--- src/sv/tcw_pkg.sv ---
// ----------------------------------------------------------------------------
// tcw_pkg
// Types, codes and constants shared by the text console character writer.
// ----------------------------------------------------------------------------
package tcw_pkg;

    localparam int COLUMNS_DEF     = 80;
    localparam int ROWS_DEF        = 25;
    localparam int VIDEO_CELLS_DEF = 16384;

    localparam int COL_W   = 7;
    localparam int ROW_W   = 5;
    localparam int ADDR_W  = 14;
    localparam int POS_W   = 12;
    localparam int CUR_W   = 11;
    localparam int WIDE_W  = 15;

    localparam logic [ROW_W-1:0] ROW_MAX    = 5'd31;
    localparam logic [7:0]       ATTR_RESET = 8'd7;

    localparam int QUEUE_DEPTH = 4;
    localparam int QUEUE_AW    = 2;
    localparam int QUEUE_CW    = 3;

    // character codes
    localparam logic [7:0] CH_NUL   = 8'h00;
    localparam logic [7:0] CH_BEL   = 8'h07;
    localparam logic [7:0] CH_BS    = 8'h08;
    localparam logic [7:0] CH_TAB   = 8'h09;
    localparam logic [7:0] CH_LF    = 8'h0A;
    localparam logic [7:0] CH_VT    = 8'h0B;
    localparam logic [7:0] CH_FF    = 8'h0C;
    localparam logic [7:0] CH_CR    = 8'h0D;
    localparam logic [7:0] CH_ESC   = 8'h1B;
    localparam logic [7:0] CH_SPACE = 8'h20;
    localparam logic [7:0] CH_DEL   = 8'h7F;

    // command operations
    localparam logic [1:0] OP_NONE = 2'd0;
    localparam logic [1:0] OP_PUT  = 2'd1;
    localparam logic [1:0] OP_TAB  = 2'd2;
    localparam logic [1:0] OP_LF   = 2'd3;

    // result kinds
    localparam logic [1:0] KIND_CELL   = 2'd0;
    localparam logic [1:0] KIND_START  = 2'd1;
    localparam logic [1:0] KIND_CURSOR = 2'd2;

    typedef struct packed {
        logic [7:0] char_code;
        logic       end_of_text;
    } in_item_t;

    typedef struct packed {
        logic [1:0]        kind;
        logic [ADDR_W-1:0] cell_address;
        logic [15:0]       cell_value;
        logic [ADDR_W-1:0] display_start;
        logic [CUR_W-1:0]  cursor_position;
        logic              last;
    } out_item_t;

    typedef struct packed {
        logic [1:0] op;
        logic [7:0] ch;
        logic       eot;
    } cmd_t;

endpackage

--- src/sv/tcw_front.sv ---
// ----------------------------------------------------------------------------
// tcw_front
// Accepts characters and classifies them into commands for the queue.
// ----------------------------------------------------------------------------
module tcw_front (
    input  logic              s_valid,
    output logic              s_ready,
    input  tcw_pkg::in_item_t s_data,
    input  logic              q_full,
    output logic              q_push,
    output tcw_pkg::cmd_t     q_cmd
);

    always_comb begin
        q_cmd.ch  = s_data.char_code;
        q_cmd.eot = s_data.end_of_text;
        unique case (s_data.char_code) inside
            tcw_pkg::CH_NUL: begin
                q_cmd.op = tcw_pkg::OP_PUT;
                q_cmd.ch = tcw_pkg::CH_SPACE;
            end
            tcw_pkg::CH_TAB: begin
                q_cmd.op = tcw_pkg::OP_TAB;
                q_cmd.ch = tcw_pkg::CH_SPACE;
            end
            tcw_pkg::CH_LF: begin
                q_cmd.op = tcw_pkg::OP_LF;
            end
            tcw_pkg::CH_BEL, tcw_pkg::CH_BS, tcw_pkg::CH_VT, tcw_pkg::CH_FF,
            tcw_pkg::CH_CR, tcw_pkg::CH_ESC, tcw_pkg::CH_DEL: begin
                q_cmd.op = tcw_pkg::OP_NONE;
            end
            default: begin
                q_cmd.op = tcw_pkg::OP_PUT;
            end
        endcase
    end

    assign s_ready = !q_full;
    // ignored codes without end of text produce nothing and are dropped here
    assign q_push  = s_valid && !q_full && !(q_cmd.op == tcw_pkg::OP_NONE && !q_cmd.eot);

endmodule

--- src/sv/tcw_fifo.sv ---
// ----------------------------------------------------------------------------
// tcw_fifo
// Short command queue between the front and the back.
// ----------------------------------------------------------------------------
module tcw_fifo (
    input  logic          aclk,
    input  logic          aresetn,
    input  logic          push,
    input  tcw_pkg::cmd_t push_cmd,
    output logic          full,
    input  logic          pop,
    output logic          head_valid,
    output tcw_pkg::cmd_t head_cmd
);

    tcw_pkg::cmd_t                   mem_reg [tcw_pkg::QUEUE_DEPTH];
    logic [tcw_pkg::QUEUE_AW-1:0]    wr_ptr_reg;
    logic [tcw_pkg::QUEUE_AW-1:0]    rd_ptr_reg;
    logic [tcw_pkg::QUEUE_CW-1:0]    count_reg;
    logic [tcw_pkg::QUEUE_CW-1:0]    count_next;

    assign full       = count_reg == tcw_pkg::QUEUE_CW'(tcw_pkg::QUEUE_DEPTH);
    assign head_valid = count_reg != '0;
    assign head_cmd   = mem_reg[rd_ptr_reg];

    always_comb begin
        count_next = count_reg;
        if (push && !(pop && head_valid)) begin
            count_next = count_reg + 1'b1;
        end else if (!push && pop && head_valid) begin
            count_next = count_reg - 1'b1;
        end
    end

    always_ff @(posedge aclk) begin
        if (push) begin
            mem_reg[wr_ptr_reg] <= push_cmd;
        end
    end

    always_ff @(posedge aclk) begin
        if (!aresetn) begin
            wr_ptr_reg <= '0;
            rd_ptr_reg <= '0;
            count_reg  <= '0;
        end else begin
            if (push) begin
                wr_ptr_reg <= wr_ptr_reg + 1'b1;
            end
            if (pop && head_valid) begin
                rd_ptr_reg <= rd_ptr_reg + 1'b1;
            end
            count_reg <= count_next;
        end
    end

endmodule

--- src/sv/tcw_back.sv ---
// ----------------------------------------------------------------------------
// tcw_back
// Executes commands: keeps the cursor and display start, emits one result
// per cycle into the output register while the output is not stalled.
// ----------------------------------------------------------------------------
module tcw_back #(
    parameter int COLUMNS     = tcw_pkg::COLUMNS_DEF,
    parameter int ROWS        = tcw_pkg::ROWS_DEF,
    parameter int VIDEO_CELLS = tcw_pkg::VIDEO_CELLS_DEF
) (
    input  logic               aclk,
    input  logic               aresetn,
    input  logic [7:0]         text_attribute,
    input  logic               head_valid,
    input  tcw_pkg::cmd_t      head_cmd,
    output logic               pop,
    output logic               m_valid,
    input  logic               m_ready,
    output tcw_pkg::out_item_t m_data
);

    localparam logic [1:0] ST_BODY   = 2'd0;
    localparam logic [1:0] ST_EOT    = 2'd1;
    localparam logic [1:0] ST_CURSOR = 2'd2;

    localparam logic [tcw_pkg::POS_W-1:0]  COLS_P    = tcw_pkg::POS_W'(COLUMNS);
    localparam logic [tcw_pkg::POS_W-1:0]  ROW_LIMIT = tcw_pkg::POS_W'((ROWS - 1) * COLUMNS);
    localparam logic [tcw_pkg::ROW_W-1:0]  LAST_ROW  = tcw_pkg::ROW_W'(ROWS - 1);
    localparam logic [tcw_pkg::COL_W:0]    COLS_C    = (tcw_pkg::COL_W + 1)'(COLUMNS);
    localparam logic [tcw_pkg::WIDE_W-1:0] VC        = tcw_pkg::WIDE_W'(VIDEO_CELLS);
    localparam logic [tcw_pkg::WIDE_W-1:0] COLS_W    = tcw_pkg::WIDE_W'(COLUMNS);

    logic [1:0]                  state_reg, state_next, state_eff;
    logic [1:0]                  step_reg, step_next;
    logic [tcw_pkg::COL_W-1:0]   column_reg, column_next;
    logic [tcw_pkg::ROW_W-1:0]   row_reg, row_next;
    logic [tcw_pkg::ADDR_W-1:0]  start_reg, start_next;
    logic                        m_valid_reg;
    tcw_pkg::out_item_t          m_data_reg, m_data_next;

    logic                        fire;
    logic [tcw_pkg::POS_W-1:0]   pos, pos_lf;
    logic [tcw_pkg::WIDE_W-1:0]  pos_w, pos_m, sum_w, addr_w, start_w;
    logic [tcw_pkg::COL_W:0]     col_inc;
    logic                        col_wrap;
    logic [tcw_pkg::ROW_W-1:0]   row_inc;
    logic                        body_final;

    assign fire      = head_valid && (!m_valid_reg || m_ready);
    assign state_eff = (state_reg == ST_BODY && head_cmd.op == tcw_pkg::OP_NONE)
                       ? ST_EOT : state_reg;

    assign pos     = tcw_pkg::POS_W'(row_reg) * COLS_P + tcw_pkg::POS_W'(column_reg);
    assign row_inc = (row_reg == tcw_pkg::ROW_MAX) ? row_reg : row_reg + 1'b1;
    assign pos_lf  = tcw_pkg::POS_W'(row_inc) * COLS_P;

    // cell address wraps in video memory
    assign pos_w  = tcw_pkg::WIDE_W'(pos);
    assign pos_m  = (pos_w >= VC) ? pos_w - VC : pos_w;
    assign sum_w  = tcw_pkg::WIDE_W'(start_reg) + pos_m;
    assign addr_w = (sum_w >= VC) ? sum_w - VC : sum_w;

    assign start_w = tcw_pkg::WIDE_W'(start_reg) + COLS_W;

    assign col_inc  = {1'b0, column_reg} + 1'b1;
    assign col_wrap = col_inc >= COLS_C;

    assign body_final = (head_cmd.op != tcw_pkg::OP_TAB) || (step_reg == 2'd3);

    always_comb begin
        state_next  = state_reg;
        step_next   = step_reg;
        column_next = column_reg;
        row_next    = row_reg;
        start_next  = start_reg;
        pop         = 1'b0;
        m_data_next = '0;
        unique case (state_eff)
            ST_BODY: begin
                if (head_cmd.op == tcw_pkg::OP_LF) begin
                    column_next                 = '0;
                    row_next                    = row_inc;
                    m_data_next.kind            = tcw_pkg::KIND_CURSOR;
                    m_data_next.cursor_position = pos_lf[tcw_pkg::CUR_W-1:0];
                end else begin
                    m_data_next.kind         = tcw_pkg::KIND_CELL;
                    m_data_next.cell_address = addr_w[tcw_pkg::ADDR_W-1:0];
                    m_data_next.cell_value   = {text_attribute, head_cmd.ch};
                    column_next = col_wrap ? '0 : col_inc[tcw_pkg::COL_W-1:0];
                    row_next    = col_wrap ? row_inc : row_reg;
                end
                m_data_next.last = body_final && !head_cmd.eot;
                if (body_final) begin
                    step_next = '0;
                    if (head_cmd.eot) begin
                        state_next = ST_EOT;
                    end else begin
                        pop = 1'b1;
                    end
                end else begin
                    step_next = step_reg + 1'b1;
                end
            end
            ST_EOT: begin
                if (pos > ROW_LIMIT) begin
                    start_next = (start_w >= VC) ? start_w[tcw_pkg::ADDR_W-1:0] -
                                 VC[tcw_pkg::ADDR_W-1:0] : start_w[tcw_pkg::ADDR_W-1:0];
                    row_next   = LAST_ROW;
                    state_next = ST_CURSOR;
                    m_data_next.kind          = tcw_pkg::KIND_START;
                    m_data_next.display_start = start_next;
                end else begin
                    state_next = ST_BODY;
                    pop        = 1'b1;
                    m_data_next.kind            = tcw_pkg::KIND_CURSOR;
                    m_data_next.cursor_position = pos[tcw_pkg::CUR_W-1:0];
                    m_data_next.last            = 1'b1;
                end
            end
            ST_CURSOR: begin
                state_next = ST_BODY;
                pop        = 1'b1;
                m_data_next.kind            = tcw_pkg::KIND_CURSOR;
                m_data_next.cursor_position = pos[tcw_pkg::CUR_W-1:0];
                m_data_next.last            = 1'b1;
            end
            default: begin
                state_next = ST_BODY;
            end
        endcase
        if (!fire) begin
            pop = 1'b0;
        end
    end

    always_ff @(posedge aclk) begin
        if (!aresetn) begin
            state_reg   <= ST_BODY;
            step_reg    <= '0;
            column_reg  <= '0;
            row_reg     <= '0;
            start_reg   <= '0;
            m_valid_reg <= 1'b0;
        end else begin
            if (fire) begin
                state_reg  <= state_next;
                step_reg   <= step_next;
                column_reg <= column_next;
                row_reg    <= row_next;
                start_reg  <= start_next;
            end
            if (fire) begin
                m_valid_reg <= 1'b1;
            end else if (m_ready) begin
                m_valid_reg <= 1'b0;
            end
        end
    end

    always_ff @(posedge aclk) begin
        if (fire) begin
            m_data_reg <= m_data_next;
        end
    end

    assign m_valid = m_valid_reg;
    assign m_data  = m_data_reg;

endmodule

--- src/sv/text_console_char_writer_top.sv ---
// ----------------------------------------------------------------------------
// text_console_char_writer_top
// Text console character writer: front decoder, command queue, back executor.
// ----------------------------------------------------------------------------
// The first result of an item reaches m_data through the queue write, then the
// output register.
// Throughput: one item per cycle enters while the queue has room; the back
// emits one result per cycle while m_ready does not stall it, up to six results
// per item (ignored codes without end of text are dropped up front).
// Reset: cursor, display start and queue clear; attribute returns to 7.
module text_console_char_writer_top #(
    parameter int COLUMNS     = tcw_pkg::COLUMNS_DEF,
    parameter int ROWS        = tcw_pkg::ROWS_DEF,
    parameter int VIDEO_CELLS = tcw_pkg::VIDEO_CELLS_DEF
) (
    input  logic               aclk,
    input  logic               aresetn,
    input  logic               cfg_wr_en,
    input  logic [7:0]         cfg_wr_data,
    input  logic               s_valid,
    output logic               s_ready,
    input  tcw_pkg::in_item_t  s_data,
    output logic               m_valid,
    input  logic               m_ready,
    output tcw_pkg::out_item_t m_data
);

    logic [7:0]    text_attribute_reg;
    logic          q_full, q_push, q_pop, head_valid;
    tcw_pkg::cmd_t q_cmd, head_cmd;

    always_ff @(posedge aclk) begin
        if (!aresetn) begin
            text_attribute_reg <= tcw_pkg::ATTR_RESET;
        end else if (cfg_wr_en) begin
            text_attribute_reg <= cfg_wr_data;
        end
    end

    tcw_front u_front (
        .s_valid (s_valid),
        .s_ready (s_ready),
        .s_data  (s_data),
        .q_full  (q_full),
        .q_push  (q_push),
        .q_cmd   (q_cmd)
    );

    tcw_fifo u_fifo (
        .aclk       (aclk),
        .aresetn    (aresetn),
        .push       (q_push),
        .push_cmd   (q_cmd),
        .full       (q_full),
        .pop        (q_pop),
        .head_valid (head_valid),
        .head_cmd   (head_cmd)
    );

    tcw_back #(
        .COLUMNS     (COLUMNS),
        .ROWS        (ROWS),
        .VIDEO_CELLS (VIDEO_CELLS)
    ) u_back (
        .aclk           (aclk),
        .aresetn        (aresetn),
        .text_attribute (text_attribute_reg),
        .head_valid     (head_valid),
        .head_cmd       (head_cmd),
        .pop            (q_pop),
        .m_valid        (m_valid),
        .m_ready        (m_ready),
        .m_data         (m_data)
    );

`ifndef SYNTHESIS
    a_start_not_last: assert property (@(posedge aclk) disable iff (!aresetn)
        m_valid && m_data.kind == tcw_pkg::KIND_START |-> !m_data.last)
        else $error("display start update marked last");

    a_cursor_clean: assert property (@(posedge aclk) disable iff (!aresetn)
        m_valid && m_data.kind == tcw_pkg::KIND_CURSOR |->
            m_data.cell_address == '0 && m_data.cell_value == '0 &&
            m_data.display_start == '0)
        else $error("cursor update carries cell fields");

    a_pop_needs_head: assert property (@(posedge aclk) disable iff (!aresetn)
        q_pop |-> head_valid && (!m_valid || m_ready))
        else $error("queue pop without a command or output space");

    a_ready_when_room: assert property (@(posedge aclk) disable iff (!aresetn)
        !s_ready |-> q_full)
        else $error("input stalled with room in the queue");
`endif

endmodule
--- config.mk ---
export PLATFORM = sky130hd
export DESIGN_NAME = text_console_char_writer_top
export DESIGN_NICKNAME = d
export VERILOG_FILES = /design/src/sv/tcw_pkg.sv /design/src/sv/tcw_front.sv /design/src/sv/tcw_fifo.sv /design/src/sv/tcw_back.sv /design/src/sv/text_console_char_writer_top.sv
export SDC_FILE = /design/constraint.sdc
export NUM_CORES = 1
export LEC_CHECK = 0
export ABC_AREA = 1
export CORE_MARGIN = 1
export CORE_UTILIZATION = 40
export DETAILED_ROUTE_END_ITERATION = 8
export DONT_BUFFER_PORTS = 1
export HOLD_SLACK_MARGIN = 0.12
export PLACE_DENSITY = 0.52
export SETUP_SLACK_MARGIN = 0.3
export SYNTH_ARGS = -nofsm -noshare
export SYNTH_HDL_FRONTEND = slang
export SYNTH_SLANG_ARGS = --single-unit
--- constraint.sdc ---
create_clock -name aclk -period 4.95 [get_ports aclk]
set_input_delay 0.495 -clock aclk [delete_from_list [all_inputs] [get_ports aclk]]
set_output_delay 0.495 -clock aclk [all_outputs]
set_load 0.01 [all_outputs]
---- Yosys cells after proc, flatten, opt, wreduce, memory -nomap -nowiden ----
Memory sizes are Yosys's and may differ from the RTL's. A register that Yosys moved wholly into a read port is not among the register bits.
Cells that the tools add are included.
storage, ports and cells
  memory bits (writable) .................. 44
  logic and storage cells ................. 128
  output and inout bits ................... 60
  input bits .............................. 22
  flip-flop bits (word level) ............. 104
  memories ................................ 1
memories
  name            words  bits a word  rd ports  clocked after memory_dff  write ports  RTL line        source
  u_fifo.mem_reg  4      11           1         1                         1            tcw_fifo.sv:16  tcw_pkg::cmd_t mem_reg [tcw_pkg::QUEUE_DEPTH];
operators by class
  equality and inequality tests ........... 20
  multipliers ............................. 2
  add/sub/neg operators ................... 12
  reductions and logical operators ........ 36
  multiplexer cells ....................... 36
  bitwise logic cells ..................... 1
  order comparisons ....................... 4
operators with widths
  kind                                                                 number
  equality test 8 x 4 -> 1 bit, second input constant                  6
  one-hot mux 12 bit (3 select lines)                                  1
  two-way mux 5 bit                                                    4
  two-way mux 2 bit                                                    9
  adder 14 x 15 -> 15 bit                                              1
  greater-or-equal comparator 12 x 15 -> 1 bit, second input constant  1
  greater-or-equal comparator 15 bit, second input constant            1
  two-way mux 15 bit                                                   1
  subtractor 12 x 15 -> 15 bit, second input constant                  1
  adder 14 x 7 -> 14 bit, second input constant                        1
  two-way mux 14 bit                                                   1
  two-way mux 7 bit                                                    2
  subtractor 14 x 1 -> 14 bit, second input constant                   1
  adder 12 x 7 -> 12 bit                                               1
  greater-than comparator 12 x 11 -> 1 bit, second input constant      1
  two-way mux 12 bit                                                   1
  one-hot mux 2 bit (3 select lines)                                   2
  two-way mux 11 bit                                                   1
  logical AND 1 bit                                                    10
  one-hot mux 5 bit (2 select lines)                                   1
  adder 7 x 1 -> 8 bit, second input constant                          1
  equality test 8 x 3 -> 1 bit, second input constant                  1
  equality test 8 x 5 -> 1 bit, second input constant                  1
  equality test 8 x 7 -> 1 bit, second input constant                  1
  31 further kinds                                                     60

---- Longest topological paths before layout ----
  depth in word-level cells ............... 12
  depth in mapped cells ................... 21

---- Modules after synthesis ----
A second synthesis with hierarchy kept.
unflattened totals
  cells, all modules ...................... 815
  area total of the unflattened synthesis .. 7235.7 um^2
by module, submodules not included
  module                        cells an instance  instances  sequential area each (um^2)  area an instance (um^2)
  tcw_back                      546                1          2162.1                       4564.4
  tcw_fifo                      172                1          1501.4                       2113.3
  text_console_char_writer_top  45                 1          160.2                        311.5
  tcw_front                     52                 1          0.0                          246.5

---- Least setup slack after synthesis ----
OpenSTA, ideal clock, no wires.
  kind .................................... input -> register
  start point ............................. in m_ready
  end point ............................... reg u_fifo.count_reg[1] in the netlist's numbering
  buffers on the path ..................... 0
  stages on the path ...................... 7
  path slack .............................. 1467 ps
  data arrival time ....................... 3351 ps
  cells stage by stage .................... nor2_1 > a31oi_2 > nand2_4 > nand2_2 > fa_1 > nand2_1 > a21oi_2
on the way
  cells in the longest elaborated chain, start to end .. 7
  elaborated cells between the ends (all ways) .. 10
ends and longest elaborated chain
  what                            RTL line                            source
  start, declared                 text_console_char_writer_top.sv:24  input logic m_ready,
  logical OR 1 bit                tcw_back.sv:49                      assign fire = head_valid && (!m_valid_reg || m_ready);
  logical AND 1 bit               tcw_back.sv:49
  net u_back.fire                 tcw_back.sv:41                      logic fire;
  two-way mux 1 bit               tcw_back.sv:131                     if (!fire) begin
  logical AND 1 bit               tcw_fifo.sv:28                      if (push && !(pop && head_valid)) begin
  logical NOT 1 bit               tcw_fifo.sv:28
  logical AND 1 bit               tcw_fifo.sv:28
  two-way mux 3 bit               tcw_fifo.sv:28
  net u_fifo.count_next, one bit  tcw_fifo.sv:20                      logic [tcw_pkg::QUEUE_CW-1:0] count_next;
  end signal, assigned            tcw_fifo.sv:53                      count_reg <= count_next;
  end, declared                   tcw_fifo.sv:19                      logic [tcw_pkg::QUEUE_CW-1:0] count_reg;
The timed path passes the listed nets, and every way through them passes these cells.
A chain may end at the register's enable or synchronous reset.

---- Final worst setup path ----
  start point ............................. reg u_back.row_reg[3] in the netlist's numbering
  end point ............................... reg u_back.m_data_reg, in the netlist u_back.m_data[55] (data pin)
on the way
  cells in the longest elaborated chain, start to end .. 7
  elaborated cells between the ends (all ways) .. 9
ends and longest elaborated chain
  what                                                                                          RTL line         source
  start, declared                                                                               tcw_back.sv:36   logic [tcw_pkg::ROW_W-1:0] row_reg, row_next;
  start signal, assigned                                                                        tcw_back.sv:149  row_reg <= row_next;
  multiplier 5 x 3 -> 8 bit *                                                                   tcw_back.sv:53   assign pos = tcw_pkg::POS_W'(row_reg) * COLS_P + tcw_pkg::POS_W'(column_reg);
  adder 12 x 7 -> 12 bit *                                                                      tcw_back.sv:53
  subtractor 12 x 15 -> 15 bit or greater-or-equal comparator 12 x 15 -> 1 bit (tied branches)  tcw_back.sv:59   assign pos_m = (pos_w >= VC) ? pos_w - VC : pos_w;
  two-way mux 15 bit *                                                                          tcw_back.sv:59
  adder 14 x 15 -> 15 bit *                                                                     tcw_back.sv:60   assign sum_w = tcw_pkg::WIDE_W'(start_reg) + pos_m;
  subtractor 14 x 1 -> 14 bit or greater-or-equal comparator 15 bit (tied branches)             tcw_back.sv:61   assign addr_w = (sum_w >= VC) ? sum_w - VC : sum_w;
  two-way mux 14 bit *                                                                          tcw_back.sv:61
  end signal, assigned                                                                          tcw_back.sv:162  m_data_reg <= m_data_next;
  end, declared                                                                                 tcw_back.sv:39   tcw_pkg::out_item_t m_data_reg, m_data_next;
Mark *: on every way between the ends. The rest lies on a longest branch, timed or not.

==> key figures <==
Clock network
  – Clock sink count: 142
  – Cts repair resizes: 0
  – Hold Buf Count CTS: 0
  – Cell chosen for the clock root: sky130_fd_sc_hd__clkbuf_16
  – Deepest level of the CTS H-tree: 4
  – Clock tree from TritonCTS: yes
  – Clock transition at the registers of the reported paths: 0.06 ns
  – Maximum clock insertion buffer count: 2
  – Clock insertion delay at the later pin of the skew report: 0.43 ns
  – Cts bufs inserted: 17
  – Setup repair bufs after CTS: 0

Run status
  – Result of the run: complete, no violations

Place
  – Post-detailed-placement cell area: 0.00711 mm2
  – Detail Placement HPWL: 10300 um
  – Number of cells after detailed placement: 923
  – RD Place Congestion: 0.916
  – Place WS: 1.49 ns
  – Count of port buffers added during placement: 0

Detailed routing
  – Total via count in the routed design: 4808
  – Drt first pass iters: 4
  – DRC Markers: 0
  – Overall routed net length: 14700 um
  – Count of antenna-violating nets left after detailed routing: 0
  – Vias per Instance: 5.04
  – Wire per inst: 15.4 um
  – Initial DRC Count: 272

Logic synthesis
  – Area share of the leading cell type in the synthesized netlist: 42.4%
  – Post-synthesis cell count: 722
  – Mapped Area: 0.00694 mm2
  – Number of different library cells in the post-synthesis netlist: 49
  – Area contributors post-synth: sky130_fd_sc_hd__edfxtp_1, sky130_fd_sc_hd__dfxtp_1, sky130_fd_sc_hd__ha_1
  – Proportion of register bits with asynchronous set or reset after synthesis: 0%
  – Flip-flop and latch count after synthesis: 142
  – Cell type with the largest total area after synthesis: sky130_fd_sc_hd__edfxtp_1
  – Average cell area after synthesis: 9.61 um2
  – Synth warnings: 0
  – Number of enable-type register cells in the synthesized netlist: 98
  – Sequential area share after synthesis: 55.1%
  – Primary flip-flop cell chosen by synthesis mapping: sky130_fd_sc_hd__edfxtp_1

Setup path
  – Arrival time of data at the critical path endpoint: 3.64 ns
  – Max Fanout on Critical Path: 6
  – Buf+Inv Stages, Crit Path: 4
  – Cells along the critical path: ha_1, ha_1, fa_1, nand2_1, clkinv_1, o21ai_1, nand2_1, inv_1, nor2_1, nor2_1, inv_1, ha_1, nand2_1, nor3_1, nand3_1, o2111ai_1, a21oi_1, o21ai_0, inv_1
  – Slowest CP cell: sky130_fd_sc_hd__fa_1
  – Class of the most critical setup path: reg -> reg
  – Crit. End Element: flop
  – CP Launch Type: flop
  – Kind of cell adding the most delay to the critical path: adder cells
  – Worst path required time: 5.13 ns
  – Slowest cell delay on critical path: 0.50 ns

Floorplanning
  – Number of cell rows: 47
  – IO Count: 82
  – Core footprint: 0.0168 mm2
  – Chip Height: 134 um
  – DIE WIDTH: 134 um
  – Starting utilization of the core area: 41.4%
  – Die area: 0.0179 mm2

STA
  – Final period demand of the worst path: 3.47 ns
  – Worst slew margin relative to its limit: 18.0%
  – Top achievable clock speed: 0.288 GHz
  – Post-route fraction of the period consumed by the critical path: 70.1%
  – Sum of negative setup slack: 0 ns
  – RSZ-0062 raised after global routing: false
  – Slew at the pin closest to its max-slew limit: 1.23 ns
  – Number of endpoints with negative hold slack in the final report: 0
  – Worst clock skew: 0.0103 ns
  – Final setup violation count: 0
  – Number of max-slew violations in the final report: 0
  – PnR worst setup slack: 1.48 ns

Layout
  – Number of flip-flops in the largest register: 54
  – Area delta synth->final: 11.8%
  – Most frequent cells in the layout: sky130_fd_sc_hd__edfxtp_1, sky130_fd_sc_hd__nor2_1, sky130_fd_sc_hd__nand2_1
  – Commonest non-fill, non-tap cell in the layout: sky130_fd_sc_hd__edfxtp_1
  – Fraction of layout instances using a drive strength above 1: 8.45%
  – Non-filler instance count after layout: 954
  – Fin nets: 781
  – ANT cells: 0
  – Fin area: 0.00775 mm2

Pwr
  – Highest ir drop seen on vdd: 0.328 mV
  – Leakage power: 3.14 nW
  – PwrDens: 583 mW/mm2

Global route
  – Global-route wire length before repair: 23700 um
  – Sum of overflow across all layers after global routing: 0
  – Via count of the first global-routing pass: 4615
  – Pin count of the biggest net entering global routing: 26
  – Antenna violations before repair: 0
  – GRT Resource Usage Total: 17.5%

Job
  – Maximum capacitance violations: 0

Min path
  – Classification of the worst-slack hold path: in -> reg
## layer usage
metal | wire length [um] | track usage [%] | vias up | share of wire (%)
li1 | - | - | 2425 | -
met1 | 6740 | 22.3 | 2264 | 46
met2 | 7130 | 28.4 | 99 | 48
met3 | 576 | 4.34 | 20 | 3.9
met4 | 263 | 7.01 | 0 | 1.8
met5 | 0 | 0 | - | 0
## cells in the mapped netlist (9+ instances only)
| cell type | instances |
|---|---|
| sky130_fd_sc_hd__xor2_1 | 14 |
| sky130_fd_sc_hd__o21ai_0 | 59 |
| sky130_fd_sc_hd__nor3_1 | 9 |
| sky130_fd_sc_hd__nor2_1 | 94 |
| sky130_fd_sc_hd__ha_1 | 32 |
| sky130_fd_sc_hd__dfxtp_1 | 44 |
| sky130_fd_sc_hd__clkbuf_1 | 12 |
| sky130_fd_sc_hd__nand2_1 | 88 |
| sky130_fd_sc_hd__a21oi_1 | 64 |
| sky130_fd_sc_hd__inv_2 | 9 |
| sky130_fd_sc_hd__nand3_1 | 35 |
| sky130_fd_sc_hd__edfxtp_1 | 98 |
| sky130_fd_sc_hd__inv_1 | 85 |
## kinds of logic after synthesis
logic type,synth area share (%)
and+or+nand+nor,16.6
AOI/OAI and AO/OA,11.7
other,0.0541
adders and majority gates,7.22
DFF,55.1
buffers and inverters,7.22
xor gates and xnor gates,2.15
## area by class of cell
class	instances	area [um2]
multi-input combinational	461	2630
timing repair buffer	2	15.0
clock buffer	18	429
fill	1600	9000
sequential	142	3820
tap	220	275
clock inverter	13	213
inverter	98	368
## stage by stage
stage	hold WS [ns]	util [%]	total power, mW
2_1_floorplan	0.430	-	2.82
3_3_place_gp	0.439	42.4	3.12
3_5_place_dp	0.445	42.4	3.16
4_1_cts	0.140	46.3	4.58
5_1_grt	0.139	46.3	4.78
6_report	0.156	46.3	4.52
## report_power, final
group / internal (mW) / switching (mW) / total, mW
registers: 1.72 / 0.263 / 1.98
logic: 0.304 / 0.820 / 1.12
clock network: 0.896 / 0.514 / 1.41
total: 2.92 / 1.60 / 4.52
## worst register-to-register path: stages (launching register included)
cell and delay (ns):
sky130_fd_sc_hd__dfxtp_1 0.44, sky130_fd_sc_hd__ha_1 0.28, sky130_fd_sc_hd__ha_1 0.22, sky130_fd_sc_hd__fa_1 0.50, sky130_fd_sc_hd__nand2_1 0.09, sky130_fd_sc_hd__clkinv_1 0.07
sky130_fd_sc_hd__o21ai_1 0.10, sky130_fd_sc_hd__nand2_1 0.09, sky130_fd_sc_hd__inv_1 0.06, sky130_fd_sc_hd__nor2_1 0.04, sky130_fd_sc_hd__nor2_1 0.18, sky130_fd_sc_hd__inv_1 0.07
sky130_fd_sc_hd__ha_1 0.34, sky130_fd_sc_hd__nand2_1 0.09, sky130_fd_sc_hd__nor3_1 0.19, sky130_fd_sc_hd__nand3_1 0.10, sky130_fd_sc_hd__o2111ai_1 0.11, sky130_fd_sc_hd__a21oi_1 0.09
sky130_fd_sc_hd__o21ai_0 0.11, sky130_fd_sc_hd__inv_1 0.06
## worst paths after layout
check                           slack (ns)                     to                   from  cells past startpoint
worst max register to register        1.48      u_back.m_data[55]      u_back.row_reg[3]                     19
worst min register to register        0.45  text_attribute_reg[7]  text_attribute_reg[7]                      2
worst min-delay path                  0.16   u_fifo.mem_reg[0][0]              s_data[0]                      0
worst max-delay path                  1.48      u_back.m_data[55]      u_back.row_reg[3]                     19
Note: power is estimated with default switching activity, not from simulation.
